===== src/rtl/tts_pkg.sv =====
// Shared types and constants of the task table scheduler.
// Used by tts_ctrl, tts_dp and task_table_scheduler; depends on nothing.
package tts_pkg;

    localparam int MAX_TASKS = 256;
    localparam int IDX_W     = 8;
    localparam int CNT_W     = 9;
    localparam int WAIT_W    = 9;
    localparam int PRIO_W    = 8;

    localparam logic [WAIT_W-1:0] WAIT_MAX = '1;

    typedef enum logic [1:0] {
        CMD_TICK,
        CMD_FORK,
        CMD_EXIT,
        CMD_WAIT
    } t_cmd;

    typedef enum logic [1:0] {
        TS_READY,
        TS_RUNNING,
        TS_BLOCKED,
        TS_TERM
    } t_tstate;

    typedef enum logic [2:0] {
        RS_OK,
        RS_FULL,
        RS_NONE_READY,
        RS_NOT_NEEDED,
        RS_BAD
    } t_status;

    typedef struct packed {
        t_tstate             state;
        logic [PRIO_W-1:0]   prio;
        logic [IDX_W-1:0]    parent;
        logic [WAIT_W-1:0]   wcount;
        logic                waited;
    } t_entry;

    typedef enum logic [3:0] {
        OP_NOP,
        OP_FORK,
        OP_RD_CUR,
        OP_RD_TGT,
        OP_WR_TERM,
        OP_WR_PAR,
        OP_WR_TGT,
        OP_WR_BLK,
        OP_WR_DEMOTE,
        OP_WR_PICK,
        OP_SCAN_INIT,
        OP_SCAN
    } t_op;

    typedef enum logic [1:0] {
        ID_CUR,
        ID_NEW,
        ID_PICK
    } t_idsel;

    typedef struct packed {
        logic    load;
        t_op     op;
        logic    res_en;
        t_status res_status;
        t_idsel  res_id;
        logic    set_cur;
        logic    push;
    } t_ctl;

    typedef struct packed {
        t_cmd              cmd;
        logic              count_zero;
        logic              full;
        logic              has_cur;
        logic              tgt_bad;
        logic              tgt_self;
        t_tstate           rd_state;
        logic              rd_waited;
        logic              par_ok;
        logic              scan_done;
        logic              found;
        logic              mode;
        logic              out_free;
        logic [CNT_W-1:0]  count;
        logic [IDX_W-1:0]  cur;
    } t_sts;

    typedef enum logic [3:0] {
        S_IDLE,
        S_DECODE,
        S_SCAN,
        S_DEMOTE,
        S_PICK,
        S_EXIT_WR,
        S_PAR_CHK,
        S_TGT_CHK,
        S_WAIT_WR,
        S_RESULT
    } t_state;

endpackage


===== src/rtl/tts_ctrl.sv =====
// Sequencer of the task table scheduler: steps each request through its table accesses.
// Depends on tts_pkg; drives the datapath tts_dp through t_ctl and reads t_sts.
module tts_ctrl (
    input  logic          i_clk,
    input  logic          i_rst_n,
    input  logic          i_valid,
    output logic          o_stall,
    input  tts_pkg::t_sts i_sts,
    output tts_pkg::t_ctl o_ctl
);
    import tts_pkg::*;

    t_state r_state;
    t_state n_state;

    always_ff @(posedge i_clk) begin
        if (!i_rst_n) begin
            r_state <= S_IDLE;
        end else begin
            r_state <= n_state;
        end
    end

    always_comb begin
        n_state = r_state;
        unique case (r_state)
            S_IDLE: begin
                if (i_valid) begin
                    n_state = S_DECODE;
                end
            end
            S_DECODE: begin
                unique case (i_sts.cmd)
                    CMD_TICK: n_state = i_sts.count_zero ? S_RESULT : S_SCAN;
                    CMD_FORK: n_state = S_RESULT;
                    CMD_EXIT: n_state = i_sts.has_cur ? S_EXIT_WR : S_RESULT;
                    CMD_WAIT: begin
                        if (!i_sts.has_cur || i_sts.tgt_bad || i_sts.tgt_self) begin
                            n_state = S_RESULT;
                        end else begin
                            n_state = S_TGT_CHK;
                        end
                    end
                    default: n_state = S_RESULT;
                endcase
            end
            S_SCAN: begin
                if (i_sts.scan_done) begin
                    if (!i_sts.found || !i_sts.mode) begin
                        n_state = S_RESULT;
                    end else if (i_sts.has_cur) begin
                        n_state = S_DEMOTE;
                    end else begin
                        n_state = S_PICK;
                    end
                end
            end
            S_DEMOTE:  n_state = S_PICK;
            S_PICK:    n_state = S_RESULT;
            S_EXIT_WR: n_state = i_sts.rd_waited ? S_PAR_CHK : S_RESULT;
            S_PAR_CHK: n_state = S_RESULT;
            S_TGT_CHK: n_state = (i_sts.rd_state == TS_TERM) ? S_RESULT : S_WAIT_WR;
            S_WAIT_WR: n_state = S_RESULT;
            S_RESULT: begin
                if (i_sts.out_free) begin
                    n_state = S_IDLE;
                end
            end
            default: n_state = S_IDLE;
        endcase
    end

    always_comb begin
        o_ctl            = '0;
        o_ctl.op         = OP_NOP;
        o_ctl.res_status = RS_OK;
        o_ctl.res_id     = ID_CUR;
        o_stall          = (r_state != S_IDLE);
        unique case (r_state)
            S_IDLE: begin
                o_ctl.load = i_valid;
            end
            S_DECODE: begin
                unique case (i_sts.cmd)
                    CMD_TICK: begin
                        if (i_sts.count_zero) begin
                            o_ctl.res_en     = 1'b1;
                            o_ctl.res_status = RS_NONE_READY;
                        end else begin
                            o_ctl.op = OP_SCAN_INIT;
                        end
                    end
                    CMD_FORK: begin
                        o_ctl.res_en = 1'b1;
                        if (i_sts.full) begin
                            o_ctl.res_status = RS_FULL;
                        end else begin
                            o_ctl.op     = OP_FORK;
                            o_ctl.res_id = ID_NEW;
                        end
                    end
                    CMD_EXIT: begin
                        if (i_sts.has_cur) begin
                            o_ctl.op = OP_RD_CUR;
                        end else begin
                            o_ctl.res_en     = 1'b1;
                            o_ctl.res_status = RS_BAD;
                        end
                    end
                    CMD_WAIT: begin
                        if (!i_sts.has_cur || i_sts.tgt_bad) begin
                            o_ctl.res_en     = 1'b1;
                            o_ctl.res_status = RS_BAD;
                        end else if (i_sts.tgt_self) begin
                            o_ctl.res_en     = 1'b1;
                            o_ctl.res_status = RS_NOT_NEEDED;
                        end else begin
                            o_ctl.op = OP_RD_TGT;
                        end
                    end
                    default: o_ctl.op = OP_NOP;
                endcase
            end
            S_SCAN: begin
                if (!i_sts.scan_done) begin
                    o_ctl.op = OP_SCAN;
                end else if (!i_sts.found) begin
                    o_ctl.res_en     = 1'b1;
                    o_ctl.res_status = RS_NONE_READY;
                end else if (!i_sts.mode) begin
                    o_ctl.res_en  = 1'b1;
                    o_ctl.res_id  = ID_PICK;
                    o_ctl.set_cur = 1'b1;
                end else if (i_sts.has_cur) begin
                    o_ctl.op = OP_RD_CUR;
                end
            end
            S_DEMOTE: begin
                if (i_sts.rd_state == TS_RUNNING) begin
                    o_ctl.op = OP_WR_DEMOTE;
                end
            end
            S_PICK: begin
                o_ctl.op      = OP_WR_PICK;
                o_ctl.res_en  = 1'b1;
                o_ctl.res_id  = ID_PICK;
                o_ctl.set_cur = 1'b1;
            end
            S_EXIT_WR: begin
                o_ctl.op     = OP_WR_TERM;
                o_ctl.res_en = !i_sts.rd_waited;
            end
            S_PAR_CHK: begin
                if (i_sts.par_ok && (i_sts.rd_state == TS_BLOCKED)) begin
                    o_ctl.op = OP_WR_PAR;
                end
                o_ctl.res_en = 1'b1;
            end
            S_TGT_CHK: begin
                if (i_sts.rd_state == TS_TERM) begin
                    o_ctl.res_en     = 1'b1;
                    o_ctl.res_status = RS_NOT_NEEDED;
                end else begin
                    o_ctl.op = OP_WR_TGT;
                end
            end
            S_WAIT_WR: begin
                o_ctl.op     = OP_WR_BLK;
                o_ctl.res_en = 1'b1;
            end
            S_RESULT: begin
                o_ctl.push = i_sts.out_free;
            end
            default: o_ctl.op = OP_NOP;
        endcase
    end

endmodule


===== config.mk =====
export PLATFORM = sky130hd
export DESIGN_NAME = tts_ctrl
export DESIGN_NICKNAME = d
export VERILOG_FILES = /design/src/rtl/tts_pkg.sv /design/src/rtl/tts_ctrl.sv
export SDC_FILE = /design/constraint.sdc
export NUM_CORES = 1
export LEC_CHECK = 0
export ABC_AREA = 1
export ABC_CLOCK_PERIOD_IN_PS = 1700
export CORE_AREA = 2 2 39 41
export CTS_BUF_LIST = sky130_fd_sc_hd__clkbuf_8
export CTS_CLUSTER_DIAMETER = 120
export DETAILED_ROUTE_END_ITERATION = 10
export DIE_AREA = 0 0 41 43
export DONT_BUFFER_PORTS = 1
export GPL_TIMING_DRIVEN = 0
export PLACE_DENSITY_LB_ADDON = 0.15
export SETUP_SLACK_MARGIN = 0.02
export SYNTH_ARGS = -nofsm -noshare
export SYNTH_HDL_FRONTEND = slang
export SYNTH_SLANG_ARGS = --single-unit

===== constraint.sdc =====
create_clock -name i_clk -period 1.7 [get_ports i_clk]
set_clock_uncertainty 0.2 [all_clocks]
set_input_delay 0.085 -clock i_clk [delete_from_list [all_inputs] [get_ports i_clk]]
set_output_delay 0.085 -clock i_clk [all_outputs]
set_load 0.05 [all_outputs]

# Word level (Yosys, flattened, before mapping)
# Index checks and enable logic that the tools add are counted.
# Widths: inputs -> output; s select.
# classes
eq_ne,18
muxes,45
reduce_logical,13
# ops
op,n
$mux 4,18
$pmux 4 s8,2
$pmux 8 s4,1
$eq 4x3->1 const B,4
$pmux 4 s4,1
$mux 3,5
$mux 1,9
$pmux 3 s3,1
$eq 2x2->1 const B,4
$eq 4x2->1 const B,2
$eq 4x4->1 const B,2
$mux 2,4
$mux 7,1
$ne 2x2->1 const B,3
$pmux 2 s3,1
$pmux 1 s5,1
$eq 2x1->1 const B,2
$eq 4x1->1 const B,1
$logic_not 1->1,4
$logic_not 4->1,1
$reduce_bool 4->1,1
$logic_or 1x1->1,3
$reduce_and 3->1,1
$reduce_or 3->1,1
3 further kinds,3
# totals
ff_bits,4
in_bits,35

# Longest topological paths before layout
# logic_depth
ltp_word,6
ltp_mapped,9
depth_no_buf,9

# Worst setup path after synthesis
# OpenSTA, ideal clock, no wires.
# synth_timing
kind,register -> output
start,register r_state[1]
end,output o_ctl[5] (netlist name)
arrival_ns,2.497
path_slack_ns,-1.082
path_stages_with_launch,5
path_buffers,0
cell_sequence,dfxtp_1 inv_2 nor2_4 nand2_2 o311ai_0
# synth_rtl
element,line,rtl
"start, declared",tts_ctrl.sv:13,t_state r_state;
"start signal, assigned",tts_ctrl.sv:20,r_state <= n_state;
"end, declared",tts_ctrl.sv:9,output tts_pkg::t_ctl o_ctl

==> reports/metrics.yaml <==
run_status: "complete, but fails checks"
violations: "negative setup slack"
critPathLaunchType: "flop"
yosys_warnings: 0
die_x_um: 41
hold_violations: 0
clock_sinks: 4
die_h_um: 43
wire_per_inst_um: 18.4
cts.clk_slew.worst_paths_ps: 30
grt_pass1_wl_um: 3930
cts.path.max_buffers: 2
syn2layout_area_growth_pct: 75.9
crit_arrival_ps: 1750
grt.overflow.total: 0
finalHoldWorstSlack_ps: 42.1
diodes: 0
postLayoutCellArea_sq_mm: 0.00120
top_register: "r_state"
dieArea_sq_mm: 0.00176
reg.largest.list: "r_state x4"
avgSynthCellArea_sq_um: 5.63
drt_iter0_markers: 56
switchingPower_mw: 0.610
drtAntennaViolNets: 0
vias: 1025
synth_seq_area_share: 0.118
gp_congestion: 0.872
worstHoldPathType: "input pin to primary output"
tightest_slew_ps: 836
cp_max_fo: 5
cp-end-kind: "primary output"
clk_latency_ps: 230
clkPwrFrac: 0.188
period_share: 1.20
setup_violations: 12
placed_area_sq_um: 773
coreArea_sq_mm: 0.00138
cts-root-buf: "clkbuf_8"
power.switching_fraction: 0.549
drive_gt1_frac: 0.490
cp.required_ps: 1410
leakage_nw: 0.586
placementRows: 14
gr-usage-all-layers: 0.329
p_per_area_mw_per_mm2: 928
numCtsBuffers: 3
syn_area_sq_um: 681
relSlewSlack: 0.441
synth.ff_latch_count: 4
wirelength_um: 3000
synth_top_area_share: 0.132
max-vdd-ir-drop_mv: 0.831
synth_cell_types: 24
portBuffers: 0
fin_nets: 184
fin_crit_ps: 2040
largest_reg_flops: 4
htreeDepth: 1
cts_tree: "done"
fmax_mhz: 490
netlist_top_cells_area: "inv_1 (13%), nand2_1 (12%), dfxtp_1 (12%)"
rsz0062_at_grt: "true"
cap_viol_max_count: 0
pwr-share-seq: 0.131
syn_nets: 156
slew_viol_final: 0
power.total_mw: 1.11
hpwl_um: 1640
combPwrFrac: 0.680
yosysTopAreaCell: "inv_1"
drc: 0
critical_path_class: "flop to primary output"
first_pass_iters: 4
antenna_found_initial: 0
p_int_mw: 0.501
io_pins: 49
synthCells: 121
grt_max_degree: 7
setup_ws_ps: -339
first_global_vias: 977
initial_core_util: 0.492
vias_per_cell: 6.29
## per-stage QoR
stage	worst slack, ps	setup TNS (ps)	instances	util
after floorplan	-176	-242	121	-
after global placement	-248	-620	137	0.559
after detailed placement	-267	-796	137	0.559
after CTS	-304	-1820	159	0.796
after global routing	-393	-2740	163	0.865
final	-339	-2160	163	0.865
## layer usage
metal / GRT usage / share of wire / vias to the layer above / routed length (um)
li1: - / - / 458 / -
met1: 0.337 / 0.35 / 479 / 1050
met3: 0.0524 / 0.078 / 19 / 235
met4: 0.213 / 0.050 / 0 / 151
met5: 0 / 0 / - / 0
met2: 0.566 / 0.52 / 69 / 1570
## kinds of logic after synthesis
kind of cell / Yosys count / synth area share
AND/OR/NAND/NOR: 75 / 0.597
buffers and inverters: 27 / 0.151
AO/OA/AOI/OAI: 15 / 0.134
flip-flops: 4 / 0.118
## worst max-delay path: stages, from the launching register on
cell and delay (ps):
dfxtp_4 400, nand2_2 70, inv_2 80, nand2_4 70, nor4_4 600, nor3_2 130, nand2_4 180
## cell usage in the layout (no fill, tap or decap), types with 2 or more instances in the layout
| cell | Yosys | routed |
|---|---|---|
| inv_1 | 24 | 21 |
| nand2_1 | 22 | 13 |
| nand3_1 | 14 | 12 |
| buf_4 | 0 | 11 |
| nor2_1 | 13 | 9 |
| nand2_2 | 3 | 8 |
| buf_6 | 0 | 8 |
| nor2_4 | 4 | 7 |
| nand4_1 | 6 | 6 |
| nor2_2 | 5 | 6 |
| dlygate4sd3_1 | 0 | 4 |
| dfxtp_4 | 0 | 4 |
| inv_2 | 2 | 3 |
| nand2_4 | 1 | 3 |
| clkbuf_8 | 0 | 3 |
| inv_4 | 0 | 2 |
| nand2_8 | 0 | 2 |
| nor3_1 | 3 | 2 |
| o21ai_0 | 4 | 2 |
| o41ai_4 | 0 | 2 |
| nand3_2 | 1 | 2 |
| o21ai_1 | 2 | 2 |
| a21oi_1 | 4 | 2 |
## cell type report
cell class,count,area [sq um]
clock buffers,3,41.3
fillers,79,186
inverters,27,111
multi-input cells,90,717
flip-flops and latches,4,95.1
well taps,16,20.0
repair buffers,23,213
## Yosys cell counts
cell	count
a21oi_1	4
a31oi_1	1
clkinv_2	1
dfxtp_1	4
inv_1	24
inv_2	2
nand2_1	22
nand2_2	3
nand2_4	1
nand3_1	14
nand3_2	1
nand3b_1	1
nand4_1	6
nor2_1	13
nor2_2	5
nor2_4	4
nor3_1	3
nor3_4	1
nor4_2	1
o2111ai_1	1
o21ai_0	4
o21ai_1	2
o311ai_0	1
o41ai_1	2
## repair_timing
item | in CTS | in global routing
hold buffers | 4 | 0
endpoints found under the setup margin | 13 | 16
resized for setup | 34 | 18
buffers inserted | 15 | 4
hold endpoints to repair | 4 | 0
pin swaps | 15 | 11
cloned | 0 | 0
## power by group through the flow
stage	Combinational [mW]	Sequential, mW	Clock, mW
3_3_place_gp	0.500	0.136	0
3_5_place_dp	0.507	0.137	0
5_1_grt	0.787	0.146	0.223
6_report	0.756	0.146	0.209
4_1_cts	0.653	0.141	0.206
2_1_floorplan	0.452	0.133	0
## path summary, 6_finish.rpt
check             startpoint          to  slack, ps  cells after the start
setup / recovery  r_state[0]    o_ctl[8]       -340                      6
hold / removal     i_sts[28]    o_ctl[2]         40                      1
setup reg to reg  r_state[1]  r_state[3]        -10                     11
hold reg to reg   r_state[0]  r_state[2]        610                      4
Power figures use the tool's default switching activity.
